[src/sv/btpc_pkg.sv]
`timescale 1ns / 1ps
`default_nettype none
// btpc_pkg: types and fixed constants of the barometric compensation block
// used by the configuration registers, the shared multiply unit and the top level

package btpc_pkg;

	localparam int unsigned RAW_W      = 24;
	localparam int unsigned VAL_W      = 40;
	localparam int unsigned D_W        = 25;
	localparam int unsigned LT_W       = 48;
	localparam int unsigned WORD_W     = 64;
	localparam int unsigned PROD_W     = 128;
	localparam int unsigned SHIFT_W    = 6;
	localparam int unsigned CFG_IDX_W  = 3;
	localparam int unsigned CFG_DATA_W = 48;

	// fraction bits of the exact temperature, the stored temperature and the sum
	localparam int unsigned X_FRAC   = 48;
	localparam int unsigned LT_FRAC  = 36;
	localparam int unsigned ACC_FRAC = 32;

	localparam logic [WORD_W-1:0] P_BIAS = 64'd16384;

	localparam logic signed [WORD_W-1:0] VAL_MAX = (64'sd1 <<< (VAL_W - 1)) - 64'sd1;
	localparam logic signed [WORD_W-1:0] VAL_MIN = -(64'sd1 <<< (VAL_W - 1));

	localparam logic OP_TEMP = 1'b0;
	localparam logic OP_PRES = 1'b1;

	localparam logic [CFG_IDX_W-1:0] REG_TEMP  = 3'd0;
	localparam logic [CFG_IDX_W-1:0] REG_PLIN  = 3'd1;
	localparam logic [CFG_IDX_W-1:0] REG_PMID  = 3'd2;
	localparam logic [CFG_IDX_W-1:0] REG_POFF  = 3'd3;
	localparam logic [CFG_IDX_W-1:0] REG_PHIGH = 3'd4;

	typedef struct packed {
		logic             operation;
		logic [RAW_W-1:0] raw_sample;
	} in_item_t;

	typedef struct packed {
		logic                    result_kind;
		logic signed [VAL_W-1:0] result_value;
		logic                    saturated;
	} out_item_t;

	typedef struct packed {
		logic        [15:0] t1;
		logic        [15:0] t2;
		logic signed [7:0]  t3;
		logic signed [15:0] p1;
		logic signed [15:0] p2;
		logic signed [7:0]  p3;
		logic signed [7:0]  p4;
		logic        [15:0] p5;
		logic        [15:0] p6;
		logic signed [7:0]  p7;
		logic signed [7:0]  p8;
		logic signed [15:0] p9;
		logic signed [7:0]  p10;
		logic signed [7:0]  p11;
	} coef_t;

	typedef struct packed {
		logic               start;
		logic               neg;
		logic [SHIFT_W-1:0] shift;
		logic [WORD_W-1:0]  a_mag;
		logic [WORD_W-1:0]  b_mag;
	} mul_req_t;

	typedef struct packed {
		logic              done;
		logic              neg;
		logic [WORD_W-1:0] mag;
	} mul_rsp_t;

endpackage

`default_nettype wire

[src/sv/btpc_cfg.sv]
`timescale 1ns / 1ps
`default_nettype none
// btpc_cfg: calibration register file, split into coefficient fields
// depends on btpc_pkg

module btpc_cfg import btpc_pkg::*; (
	input  logic                  clk,
	input  logic                  arst_n,
	input  logic                  cfg_valid,
	output logic                  cfg_ready,
	input  logic [CFG_IDX_W-1:0]  cfg_index,
	input  logic [CFG_DATA_W-1:0] cfg_data,
	output coef_t                 coef
);

	coef_t coef_q;

	assign cfg_ready = 1'b1;
	assign coef      = coef_q;

	always_ff @(posedge clk or negedge arst_n) begin
		if (!arst_n) begin
			coef_q <= '0;
		end else if (cfg_valid) begin
			unique case (cfg_index)
				REG_TEMP: begin
					coef_q.t1 <= cfg_data[15:0];
					coef_q.t2 <= cfg_data[31:16];
					coef_q.t3 <= cfg_data[39:32];
				end
				REG_PLIN: begin
					coef_q.p1 <= cfg_data[15:0];
					coef_q.p2 <= cfg_data[31:16];
				end
				REG_PMID: begin
					coef_q.p3 <= cfg_data[7:0];
					coef_q.p4 <= cfg_data[15:8];
					coef_q.p5 <= cfg_data[31:16];
					coef_q.p6 <= cfg_data[47:32];
				end
				REG_POFF: begin
					coef_q.p7 <= cfg_data[7:0];
					coef_q.p8 <= cfg_data[15:8];
					coef_q.p9 <= cfg_data[31:16];
				end
				REG_PHIGH: begin
					coef_q.p10 <= cfg_data[7:0];
					coef_q.p11 <= cfg_data[15:8];
				end
				default: begin
				end
			endcase
		end
	end

endmodule

`default_nettype wire

[config.mk]
export PLATFORM = sky130hd
export DESIGN_NAME = btpc_cfg
export DESIGN_NICKNAME = d
export VERILOG_FILES = /design/src/sv/btpc_pkg.sv /design/src/sv/btpc_cfg.sv
export SDC_FILE = /design/constraint.sdc
export NUM_CORES = 1
export LEC_CHECK = 0
export BUFFER_PORTS_ARGS = -buffer_cell sky130_fd_sc_hd__buf_4
export CAP_MARGIN = 20
export CORE_ASPECT_RATIO = 0.6
export CORE_MARGIN = 2
export CORE_UTILIZATION = 48
export DETAILED_ROUTE_END_ITERATION = 10
export PLACE_DENSITY = 0.77
export SLEW_MARGIN = 0
export SYNTH_ARGS = -nofsm -noshare
export SYNTH_HDL_FRONTEND = slang
export SYNTH_SLANG_ARGS = --single-unit
[constraint.sdc]
create_clock -name clk -period 1.87 [get_ports clk]
set_clock_uncertainty 0.05 [all_clocks]
set_input_delay 0.4675 -clock clk [delete_from_list [all_inputs] [get_ports clk]]
set_output_delay 0.4675 -clock clk [all_outputs]
set_load 0.01 [all_outputs]
Word-level counts from Yosys, hierarchy flattened
Index checks and enable logic that the tools add are counted.

word-level totals
  flip-flop bits (word level) = 168
  bits of input ports = 54
  output and inout bits = 169
  word-level logic and storage cells = 24

operators by class
  equal/unequal tests = 4
  reduce and logical (&&, ||, !) cells = 6

operators by type and width
  cell                                                                    count
  2-bit AND reduction                                                     5
  3-bit by 2-bit equality test with 1-bit output (second input constant)  2
  3-bit by 1-bit equality test with 1-bit output (second input constant)  1
  3-bit equality test (second input constant)                             1
  3-bit logical NOT                                                       1

Depth between registers and ports, before layout
  depth after elaboration = 2
  mapped depth = 4
  mapped depth without buffers = 2

Least setup slack after synthesis
Ideal clock, no wire load.

  kind = input-to-reg
  start = input cfg_index[0]
  end = register coef_q (netlist bit coef[157])
  stages on the path = 3
  library setup time = 0.125 ns
  data required time = 1.695 ns
  arrival = 1.389 ns
  slack = 0.306 ns
  path buffers = 1
  cells stage by stage = nor4b_2 buf_4 mux2_2

on the way
  longest elaborated chain between the ends = 2

RTL lines
  item                                  RTL line        RTL
  from (decl)                           btpc_cfg.sv:11  input logic [CFG_IDX_W-1:0] cfg_index,
  3-bit logical NOT                     btpc_cfg.sv:25  unique case (cfg_index)
  2-bit AND reduction (no source line)  --
  to (decl)                             btpc_cfg.sv:16  coef_t coef_q;

Every way passes these cells.
A chain may end at the register's enable or synchronous reset.

Worst setup path after layout
  start = register coef_q (netlist bit coef[158])
  end = output coef[158] in the netlist's numbering

RTL lines
  item       RTL line        RTL
  to (decl)  btpc_cfg.sv:13  output coef_t coef

No word-level cell between the ends.

==> results.md <==
- Total CTS buffers: 17
- CP Launch Type: register
- First drt pass iteration count: 4
- VDD IR max: 0.655 mV
- CP top delay family: flip-flops
- Fin crit share: 79.2%
- Port Buffers: 221
- Xor and xnor area share after synthesis: 0%
- Yosys warns: 0
- Post-synthesis compound-gate area fraction: 0%
- H-tree lvl count: 4
- Max clock buf depth: 2
- Initial antenna violation count: 0
- GPL Wtd Cong: 0.733
- GRT Total Usage: 21.6%
- Commonest non-fill, non-tap cell in the layout: buf_4
- Most frequent cells in the layout: 223 x buf_4, 168 x dfrtp_1, 142 x mux2_2
- Setup violators final: 0
- Post-Route Utilization: 69.4%
- Die width: 152 um
- Row cnt: 32
- CTS root buf: clkbuf_16
- Synth area leaders: dfrtp_1 67%, mux2_2 25%, mux2_1 4.7%
- Grt ovf: 0
- Critical Path AT: 0.96 ns
- First-pass GRT wire length: 23400 um
- Min Tclk post-route: 1.48 ns
- Number of hold buffers added after CTS: 1
- CTS-repair resized insts: 0
- Setup crit end kind: primary output
- Dominant cell type by area after synthesis: dfrtp_1
- RR Startpoint: coef[90]
- Cell depth of the worst flop-to-flop path: 1
- Height of the die: 92.7 um
- Status: complete, no violations
- Share of the synthesized area in the top cell type: 66.8%
- Die area: 14100 sq um
- Worst-path maximum fanout: 2
- DR DRC count: 0
- DRT Wirelength: 14800 um
- Final hold slack: 0.241 ns
- Clock Sinks: 168
- Critical path type: register to primary output
- Worst hold path class: primary input to register
- Mean area per synthesized cell: 17.4 sq um
- Final instance area: 8890 sq um
- Vias in the first global route: 4254
- Layout cells sized above 1: 67.4%
- Synth Area in Adders: 0%
- Clk_lat worst skew: 0.40 ns
- RSZ-0062 raised after global routing: false
- Mapped Cells: 361
- Area share of and/or/nand/nor cells after synthesis: 0.895%
- Setup Buffers After CTS: 0
- CP cell instances: buf_4
- Final Slew Violations: 0
- Cell Pwr Density: 1250 nW/um^2
- Nets: 650
- Via/cell ratio: 5.04
- Maximum clock frequency: 675 MHz
- DP Worst Slack: -0.00137 ns
- Final hold violations: 0
- Core area: 12800 sq um
- CTS tree: built
- CTS clk-pin slew, worst paths: 0.07 ns
- Min-Delay Endpoint: coef[62]
- Routed length per placed instance: 19.0 um
- Worst Setup Slack, final: 0.388 ns
- First-iteration detailed-routing DRC count: 93
- Hpwl dp: 10500 um
- Max incr delay on CP: 0.40 ns
- Antenna-violating nets left: 0
- Area post-placement: 8290 sq um
- Post-synthesis mux area share: 30.1%
- Hold_sp: cfg_data[46]
- Layout area overhead: 41.3%
- Ant diodes: 0
- Hold Path Cell Cnt: 2
- Syn Nets: 415
- Seq/Total Area, Yosys: 66.8%
- Initial Util: 49.1%
- LEAKAGE: 4.20 nW
- #FFs+latches synth: 168
- Data required time of the worst path: 1.35 ns
- Ports: 223
- Main combinational cell family by area after synthesis: multiplexers
- Synthesized area: 6290 sq um
- Largest register FFs: 168
- Pin count of the biggest net entering global routing: 40
- Bufs and invs on worst path: 1
- CP max-delay cell: dfrtp_1
- R2R setup slack: 1.02 ns
- Max_cap viols: 0
- Vias: 3921
- Synth unique cells: 11
- FF-to-FF End: coef[90]
==> kinds of logic after synthesis <==
logic type | Yosys count
AND/OR/NAND/NOR | 5
other | 1
multiplexers | 168
buffers and inverters | 19
flip-flops | 168
==> metal layers <==
layer	wire [um]	vias up	GRT usage, %
met5	0	-	0
met4	138	0	6.15
met3	969	11	6.83
met2	7410	122	36.5
met1	6260	2031	27.1
li1	-	1757	-
==> stage by stage <==
| step | std cells | TNS [ns] | total power (W) |
|---|---|---|---|
| CTS | 778 | 0 | 0.0113 |
| detailed placement | 746 | -0.00137 | 0.00779 |
| global placement | 746 | 0 | 0.00766 |
| finish | 778 | 0 | 0.0111 |
| floorplan | 361 | 0 | 0.00599 |
| global route | 778 | 0 | 0.0116 |
==> Yosys cell counts <==
cell type	number
and4bb_1	1
buf_2	7
mux2_2	142
nor4bb_1	2
buf_4	9
conb_1	1
mux2_1	26
dfrtp_1	168
nor4b_2	1
buf_6	3
nand4b_1	1
==> cell type report <==
cell class / instances / area (sq um)
clock buffers: 19 / 443
repair buffers: 235 / 1900
flip-flops and latches: 168 / 4200
fillers: 893 / 3920
well taps: 170 / 213
clock inverters: 12 / 143
multi-input cells: 174 / 1990
==> worst max-delay path by stage <==
stage	startpoint	endpoint	cells past startpoint
after floorplan	cfg_index[0]	coef[157]	3
after global placement	cfg_index[1]	coef[103]	4
after detailed placement	cfg_index[1]	coef[123]	4
after CTS	coef[158]	coef[158]	1
after global routing	coef[32]	coef[32]	1
final	coef[158]	coef[158]	1
==> power breakdown <==
group          internal [W]  switching [W]
Clock               0.00202        0.00142
Combinational       0.00164        0.00116
Sequential          0.00444       0.000452
(Power assumes the default switching activity.)
