==> src/sv/btpc_pkg.sv <==
`timescale 1ns / 1ps
`default_nettype none
// btpc_pkg: types and fixed constants of the barometric compensation block
// used by the configuration registers, the shared multiply unit and the top level

package btpc_pkg;

	localparam int unsigned RAW_W      = 24;
	localparam int unsigned VAL_W      = 40;
	localparam int unsigned D_W        = 25;
	localparam int unsigned LT_W       = 48;
	localparam int unsigned WORD_W     = 64;
	localparam int unsigned PROD_W     = 128;
	localparam int unsigned SHIFT_W    = 6;
	localparam int unsigned CFG_IDX_W  = 3;
	localparam int unsigned CFG_DATA_W = 48;

	// fraction bits of the exact temperature, the stored temperature and the sum
	localparam int unsigned X_FRAC   = 48;
	localparam int unsigned LT_FRAC  = 36;
	localparam int unsigned ACC_FRAC = 32;

	localparam logic [WORD_W-1:0] P_BIAS = 64'd16384;

	localparam logic signed [WORD_W-1:0] VAL_MAX = (64'sd1 <<< (VAL_W - 1)) - 64'sd1;
	localparam logic signed [WORD_W-1:0] VAL_MIN = -(64'sd1 <<< (VAL_W - 1));

	localparam logic OP_TEMP = 1'b0;
	localparam logic OP_PRES = 1'b1;

	localparam logic [CFG_IDX_W-1:0] REG_TEMP  = 3'd0;
	localparam logic [CFG_IDX_W-1:0] REG_PLIN  = 3'd1;
	localparam logic [CFG_IDX_W-1:0] REG_PMID  = 3'd2;
	localparam logic [CFG_IDX_W-1:0] REG_POFF  = 3'd3;
	localparam logic [CFG_IDX_W-1:0] REG_PHIGH = 3'd4;

	typedef struct packed {
		logic             operation;
		logic [RAW_W-1:0] raw_sample;
	} in_item_t;

	typedef struct packed {
		logic                    result_kind;
		logic signed [VAL_W-1:0] result_value;
		logic                    saturated;
	} out_item_t;

	typedef struct packed {
		logic        [15:0] t1;
		logic        [15:0] t2;
		logic signed [7:0]  t3;
		logic signed [15:0] p1;
		logic signed [15:0] p2;
		logic signed [7:0]  p3;
		logic signed [7:0]  p4;
		logic        [15:0] p5;
		logic        [15:0] p6;
		logic signed [7:0]  p7;
		logic signed [7:0]  p8;
		logic signed [15:0] p9;
		logic signed [7:0]  p10;
		logic signed [7:0]  p11;
	} coef_t;

	typedef struct packed {
		logic               start;
		logic               neg;
		logic [SHIFT_W-1:0] shift;
		logic [WORD_W-1:0]  a_mag;
		logic [WORD_W-1:0]  b_mag;
	} mul_req_t;

	typedef struct packed {
		logic              done;
		logic              neg;
		logic [WORD_W-1:0] mag;
	} mul_rsp_t;

endpackage

`default_nettype wire

==> src/sv/btpc_mul.sv <==
`timescale 1ns / 1ps
`default_nettype none
// btpc_mul: shared 64x64 magnitude multiplier with round-half-up shift
// four 32x32 partial products, then a rounding step; depends on btpc_pkg

module btpc_mul import btpc_pkg::*; (
	input  logic     clk,
	input  logic     arst_n,
	input  mul_req_t req,
	output mul_rsp_t rsp
);

	typedef enum logic [1:0] {M_IDLE, M_MUL, M_RND, M_DONE} mstate_t;

	localparam int unsigned HALF_W = WORD_W / 2;

	mstate_t             mstate_q;
	logic [1:0]          cnt_q;
	logic [WORD_W-1:0]   a_q;
	logic [WORD_W-1:0]   b_q;
	logic [SHIFT_W-1:0]  sh_q;
	logic                neg_q;
	logic [PROD_W-1:0]   prod_q;
	logic [WORD_W-1:0]   mag_q;

	logic [HALF_W-1:0]   a_half;
	logic [HALF_W-1:0]   b_half;
	logic [WORD_W-1:0]   pp;
	logic [6:0]          pp_ofs;
	logic [PROD_W-1:0]   pp_sh;
	logic [PROD_W-1:0]   rnd_c;
	logic [PROD_W-1:0]   rnd_sum;
	logic [PROD_W-1:0]   rnd_sh;

	// partial product cnt: bit 1 picks the half of a, bit 0 the half of b
	assign a_half  = cnt_q[1] ? a_q[WORD_W-1:HALF_W] : a_q[HALF_W-1:0];
	assign b_half  = cnt_q[0] ? b_q[WORD_W-1:HALF_W] : b_q[HALF_W-1:0];
	assign pp      = WORD_W'(a_half) * WORD_W'(b_half);
	assign pp_ofs  = {cnt_q[1] & cnt_q[0], cnt_q[1] ^ cnt_q[0], 5'b0};
	assign pp_sh   = {{(PROD_W-WORD_W){1'b0}}, pp} << pp_ofs;

	// weight of the highest dropped bit (half a result LSB), zero for no shift
	assign rnd_c   = ({{(PROD_W-1){1'b0}}, 1'b1} << sh_q) >> 1;
	assign rnd_sum = prod_q + rnd_c;
	assign rnd_sh  = rnd_sum >> sh_q;

	assign rsp.done = (mstate_q == M_DONE);
	assign rsp.neg  = neg_q;
	assign rsp.mag  = mag_q;

	always_ff @(posedge clk or negedge arst_n) begin
		if (!arst_n) begin
			mstate_q <= M_IDLE;
			cnt_q    <= '0;
		end else begin
			unique case (mstate_q)
				M_IDLE: begin
					cnt_q <= '0;
					if (req.start) begin
						mstate_q <= M_MUL;
					end
				end
				M_MUL: begin
					cnt_q <= cnt_q + 2'd1;
					if (cnt_q == 2'd3) begin
						mstate_q <= M_RND;
					end
				end
				M_RND:   mstate_q <= M_DONE;
				M_DONE:  mstate_q <= M_IDLE;
				default: mstate_q <= M_IDLE;
			endcase
		end
	end

	always_ff @(posedge clk) begin
		if (mstate_q == M_IDLE && req.start) begin
			a_q    <= req.a_mag;
			b_q    <= req.b_mag;
			sh_q   <= req.shift;
			neg_q  <= req.neg;
			prod_q <= '0;
		end else if (mstate_q == M_MUL) begin
			prod_q <= prod_q + pp_sh;
		end else if (mstate_q == M_RND) begin
			mag_q <= rnd_sh[WORD_W-1:0];
		end
	end

endmodule

`default_nettype wire

==> config.mk <==
export PLATFORM = sky130hd
export DESIGN_NAME = btpc_mul
export DESIGN_NICKNAME = d
export VERILOG_FILES = /design/src/sv/btpc_pkg.sv /design/src/sv/btpc_mul.sv
export SDC_FILE = /design/constraint.sdc
export NUM_CORES = 2
export LEC_CHECK = 0
export BUFFER_PORTS_ARGS = -buffer_cell sky130_fd_sc_hd__buf_2
export CAP_MARGIN = 5
export CORE_MARGIN = 10
export CORE_UTILIZATION = 45
export CTS_BUF_LIST = sky130_fd_sc_hd__clkbuf_16
export DETAILED_ROUTE_END_ITERATION = 8
export PLACE_DENSITY = 0.63
export SLEW_MARGIN = 20
export SYNTH_ARGS = -nofsm -noshare
export SYNTH_HDL_FRONTEND = slang
export SYNTH_SLANG_ARGS = --single-unit
export TNS_END_PERCENT = 10
==> constraint.sdc <==
create_clock -name clk -period 12.15 [get_ports clk]
set_input_delay 1.8225 -clock clk [delete_from_list [all_inputs] [get_ports clk]]
set_output_delay 1.8225 -clock clk [all_outputs]
set_load 0.1 [all_outputs]
# Word-level counts from Yosys, hierarchy flattened
# Cells that the tools add are included.
[op_classes] addsub=3 multipliers=1 n_eq_ne=6 n_shift=3 mux=6 bitwise_logic=4 reduce_logical=5
[ops] op="$add A128 B127 Y128" n=1
[ops] op="$add A128 B128 Y128" n=1
[ops] op="$shl A1 B6 Y128 const A" n=1
[ops] op="$shl A64 B7 Y128" n=1
[ops] op="$shr A128 B6 Y64" n=1
[ops] op="$mul A32 B32 Y64" n=1
[ops] op="$mux W32" n=2
[ops] op="$pmux W2 S4" n=1
[ops] op="$eq A2 B2 Y1 const B" n=3
[ops] op="$mux W2" n=2
[ops] op="$ne A2 B2 Y1 const B" n=2
[ops] op="$pmux W2 S2" n=1
[ops] op="$reduce_and A3 Y1" n=1
[ops] op="$add A2 B1 Y2 const B" n=1
[ops] op="$eq A2 B1 Y1 const B" n=1
[ops] op="$logic_not A2 Y1" n=1
[ops] op="$not A1 Y1" n=2
[ops] op="$reduce_and A2 Y1" n=1
[ops] op="$reduce_bool A2 Y1" n=1
[ops] op="$and A1 B1 Y1" n=1
[ops] op="$logic_and A1 B1 Y1" n=1
[ops] op="$xor A1 B1 Y1" n=1
[totals] regBits=331 input_bits=138 output_inout_bits=66 elab_cells=36

# Depth between registers and ports, before layout
[depth] depth_word=4 ltp_mapped=53 depth_no_buf=48

# Worst setup path after synthesis
# No wires, ideal clock.
[synth_path] kind="register -> register" from="register cnt_q[1]" to="register prod_q[126]" setup_ns=0.325 arrival_time_ns=12.028 required_time_ns=11.825 setup_slack_ns=-0.203 stages_incl_launch_ff=48 path_buffers=4 synth_period_minus_slack_ns=12.353 path_cell_list="dfrtp_1 clkbuf_1 buf_1 mux2i_1 clkbuf_1 nor2_1 fa_1 fa_1 inv_1 fa_1 fa_1 inv_1 fa_1 fa_1 fa_1 inv_1 fa_1 inv_1 (+12 left out) mux2_2 nor2_1 ha_1 clkbuf_1 nand2_1 nor4_1 nand4_1 or2_2 nor4_1 o31ai_1 o21ai_1 a21oi_1 o21ai_1 a31oi_1 o21a_1 o311a_1 xor2_1 nor2_1"
[synth_via] elab_chain_len=4 elab_cells_between_ends=6 classes_between="1 x add/sub; 1 x mul; 1 x shift; 1 x mux; 2 x bitwise"
[synth_lines] item="start, declared" line="btpc_mul.sv:18" rtl="logic [1:0] cnt_q;"
[synth_lines] item="start signal, assigned" line="btpc_mul.sv:64" rtl="cnt_q <= cnt_q + 2'd1;"
[synth_lines] item="$mux W32" line="btpc_mul.sv:36" rtl="assign a_half = cnt_q[1] ? a_q[WORD_W-1:HALF_W] : a_q[HALF_W-1:0];"
[synth_lines] item="$mul A32 B32 Y64" line="btpc_mul.sv:38" rtl="assign pp = WORD_W'(a_half) * WORD_W'(b_half);"
[synth_lines] item="$shl A64 B7 Y128 *" line="btpc_mul.sv:40" rtl="assign pp_sh = {{(PROD_W-WORD_W){1'b0}}, pp} << pp_ofs;"
[synth_lines] item="$add A128 B128 Y128 *" line="btpc_mul.sv:84" rtl="prod_q <= prod_q + pp_sh;"
[synth_lines] item="end signal, assigned" line="btpc_mul.sv:84"
[synth_lines] item="end, declared" line="btpc_mul.sv:23" rtl="logic [PROD_W-1:0] prod_q;"
# Mark *: on every way between the ends. The rest lies on a longest branch, timed or not.
# A chain may end at the register's enable or synchronous reset.

# Final worst setup path
[layout_path] from="register cnt_q[1]" to="register prod_q[123]"
# Same word-level chain as after synthesis.

==> run summary <==
The number of hold violations in the final report came out at 0. The share of flip-flops with an asynchronous set or reset is 1.21%, and the mean number of vias per cell is 5.93. The count of standard-cell rows was 140; the share of the core filled with cells in the final layout was 54.2%.

Dividing the final minimum period by the clock period gives 99.0%. The adder-cell area share of the yosys netlist is 35.7%. Detailed routing placed a total of 31900 um of wire on met3. For this block, the routed nets add up to 272000 um of wire. The run finished with clean final reports. 204 I/O pins were placed. Leading area contributor after synthesis: sky130_fd_sc_hd__fa_1. Yosys mapped a number of flops with a built-in enable equal to 199.

The clock-pin slew on the worst setup and hold paths was 0.06 ns. The post-synthesis net count was 9396. After Yosys synthesis, and, or, nand and nor cells account for 16.5% of the synthesized area. Counting every sink on the clock net gives 330. The complex-gate fraction of the synthesized area is 14.1%. The tools report the post-synthesis instance area as 66400 um2.

The number of max-slew violations in the final report was 0. The mux share of post-synthesis cell area is 8.47%, and the worst stage delay on the critical path is 0.59 ns. Counting instances, the worst hold path has a depth of 2. The final weighted congestion in routability-driven placement came out at 1.05. The net total in the final layout was 10200. In the routed design, unresolved DRC markers number 0.

The fill cell instance count of the final layout was 13600; the mean area per synthesized cell was 8.40 um2. The arrival time reported for the critical path endpoint is 12.56 ns, and the logic depth of the worst path, buffers included is 51. Detailed routing placed a total of 112000 um of wire on met2. The worst setup path is captured at a flip-flop. After global routing the overflow that remains totals 0. The kind of critical path was reg -> reg.

Of the synthesized area, sequential elements account for 13.0%. Compared with the post-synthesis result, the final layout area differs by 19.2%. The detailed placement HPWL was 228000 um; the slew of the pin with the lowest slew margin was 1.30 ns.

The overall via count from detail_route was 63100. The number of buffers and inverters on the critical path is 13. The final critical-path required period came out at 12.03 ns. Main combinational cell family by area after synthesis: adder cells.

The total routing usage reported by global routing came out at 32.3%. STA puts the critical path data required time at 12.67 ns. For the worst flop-to-flop path, the logic depth is 51.

Worst-skew pair later-pin latency: 0.68 ns. The number of global-route vias before repair was 61600. Summing the areas of all xor and xnor instances in the mapped netlist gives 4.00% of the synthesized area.

The logs give 114000 um for the met1 wire length and 163000 um2 for the total die area. The tools report the initial standard-cell utilization of the core as 45.4%. The final setup violation count was 0. After detailed routing, the average wire length per cell comes to 25.6 um. For this run, the detailed router's first-pass iteration total came to 7.

The root buffer cell chosen for the clock tree is sky130_fd_sc_hd__clkbuf_16. Worst setup slack before clock tree synthesis: -0.803 ns. The floorplan step set the die width to 404 um. Yosys printed 0 warnings.

Between clock sinks in the finished design, the worst skew comes to 0.0356 ns. For this run, the top clock speed supported by timing is 83.1 MHz. The run gives 399000 um as the global-route wire length before repair. For the relative slew slack, the log shows 13.3%.

The number of antenna violations at the first check in global routing is 11. After synthesis the netlist holds a flip-flop and latch count of 330. The logs give 7552 for the number of DRC violations after detailed-routing iteration 0 and 0.119 ns for the setup slack of the critical path after layout. TritonCTS built the clock tree. The tools report the maximum number of pins on one net before global-route repair as 114. The H-tree generated during clock tree synthesis spans 2 levels.

Unique cell type count in the Yosys netlist: 107. The most numerous cell type found on the critical path is sky130_fd_sc_hd__buf_4. The gate family responsible for the most delay along the worst path is adder cells. In the post-synthesis netlist, the biggest area contributors are sky130_fd_sc_hd__fa_1 (27%), sky130_fd_sc_hd__edfxtp_1 (9.0%), sky130_fd_sc_hd__ha_1 (8.6%), sky130_fd_sc_hd__nor2_1 (6.0%), sky130_fd_sc_hd__mux2i_1 (5.5%). The commonest cells after synthesis are sky130_fd_sc_hd__nor2_1 (1063), sky130_fd_sc_hd__inv_1 (941), sky130_fd_sc_hd__fa_1 (898).

Setup repair after global routing could not meet its margin everywhere. Input and output buffers added on the ports amount to 203. The cell with the most instances after synthesis was sky130_fd_sc_hd__nor2_1.

On the critical path, the stage with the largest delay is an instance of sky130_fd_sc_hd__fa_1. Of the cells placed in the final design, the portion with a size suffix greater than 1 is 19.5%. In this run the remaining antenna-violating nets after routing total 0. Summed over all failing endpoints, the final setup total negative slack is 0 ns.

The instance count of the mapped netlist was 7903. The synthesized design devotes to its leading area cell type 27.1% of total area. Launching element type of the critical path: a flip-flop.

The path category of the worst min-delay check was reg -> reg. The deepest clock path buffer count is 3, and the die span in y is 404 um. The core footprint came out at 146000 um2. In this run the worst path has a maximum fanout of 17.

In this run the top signal layer used is met5. The most frequently used flop master after synthesis was sky130_fd_sc_hd__edfxtp_1. The tool flagged a number of max-cap violations equal to 0.

For the clock buffer count from CTS, the log shows 44.
registers in the layout, indices dropped and copies added, names as in the netlist:
name / count
neg_q: 1
sh_q: 6
mstate_q: 2
cnt_q: 2
b_q: 64
prod_q: 127
a_q: 64
mag_q: 64
layout by cell type, fill, tap and decap left out, types with 61 or more instances in the layout:
cell                       synthesis  final
sky130_fd_sc_hd__xnor2_1         171    166
sky130_fd_sc_hd__buf_2            29    203
sky130_fd_sc_hd__a21o_1          163    163
sky130_fd_sc_hd__a21oi_1         446    421
sky130_fd_sc_hd__fa_1            898    886
sky130_fd_sc_hd__dfxtp_1         127    127
sky130_fd_sc_hd__nand2_1         810    807
sky130_fd_sc_hd__o21ai_0         251    221
sky130_fd_sc_hd__xor2_1          128    124
sky130_fd_sc_hd__edfxtp_1        199    199
sky130_fd_sc_hd__nand3_1         103    102
sky130_fd_sc_hd__inv_1           941    939
sky130_fd_sc_hd__nand4_1         115    115
sky130_fd_sc_hd__o21bai_1         61     61
sky130_fd_sc_hd__buf_12            0     69
sky130_fd_sc_hd__and2_1           63     63
sky130_fd_sc_hd__buf_4             2    936
sky130_fd_sc_hd__mux2i_1         362    316
sky130_fd_sc_hd__a211oi_1         83     80
sky130_fd_sc_hd__nor3_1          121    116
sky130_fd_sc_hd__ha_1            457    444
sky130_fd_sc_hd__nor2_1         1063   1044
sky130_fd_sc_hd__mux2_2          128    123
stage by stage:
stage                     instances  instance area [um2]  hold WS (ns)
final                         10600                79100         0.512
after global routing          10600                79100         0.555
after CTS                     10600                78200         0.511
after detailed placement      10500                76400         0.503
after global placement        10500                76400         0.500
after floorplan                7903                66400         0.460
worst reg2reg max path: cells and delay by family (launching register included):
kind | cells | cell delay (ns)
buf+inv | 13 | 2.27
fa+ha+maj | 10 | 4.60
compound gates | 20 | 3.48
mux | 2 | 0.41
xor+xnor | 2 | 0.31
flops | 1 | 0.50
simple gates | 4 | 0.32
logic make-up after synthesis:
| logic type | count (synthesis) |
|---|---|
| flops | 330 |
| compound gates | 1446 |
| buf+inv | 1427 |
| simple gates | 2528 |
| xor+xnor | 301 |
| mux | 516 |
| fa+ha+maj | 1355 |
final timing paths:
path | endpoint | from | slack [ns]
max | prod_q[123] | cnt_q[1] | 0.12
min | prod_q[103] | prod_q[103] | 0.51
max reg2reg | prod_q[123] | cnt_q[1] | 0.12
min reg2reg | prod_q[103] | prod_q[103] | 0.51
max in group asynchronous | cnt_q[1] | arst_n | 10.85
min in group asynchronous | mstate_q[1] | arst_n | 1.04
final cells by class:
cell class | instances | area, um2 | area share, %
Clock buffer | 44 | 1100 | 1.39
Timing Repair Buffer | 1227 | 9710 | 12.3
Tap cell | 1917 | 2400 | 3.03
Sequential cell | 330 | 8630 | 10.9
Inverter | 942 | 3550 | 4.48
Multi-Input combinational cell | 6146 | 53400 | 67.5
Clock inverter | 35 | 339 | 0.429
Antenna cell | 4 | 10.0 | 0.0127
routing by layer:
metal | vias up | global-route usage, %
met2 | 3352 | 45.9
met4 | 2 | 14.3
met1 | 31100 | 45.7
li1 | 28000 | -
met3 | 640 | 8.40
met5 | - | 0
repair_timing:
action	in CTS	in global routing
setup buffers	8	26
cloned	2	2
setup endpoints to repair	24	35
endpoints found under the hold margin	0	0
pin swaps	9	78
gates resized for setup	61	145
hold buffers	0	0
Power is left out: the tool's default activity adds up to more than one toggle a clock period on the data nets, which glitch-free logic cannot reach.
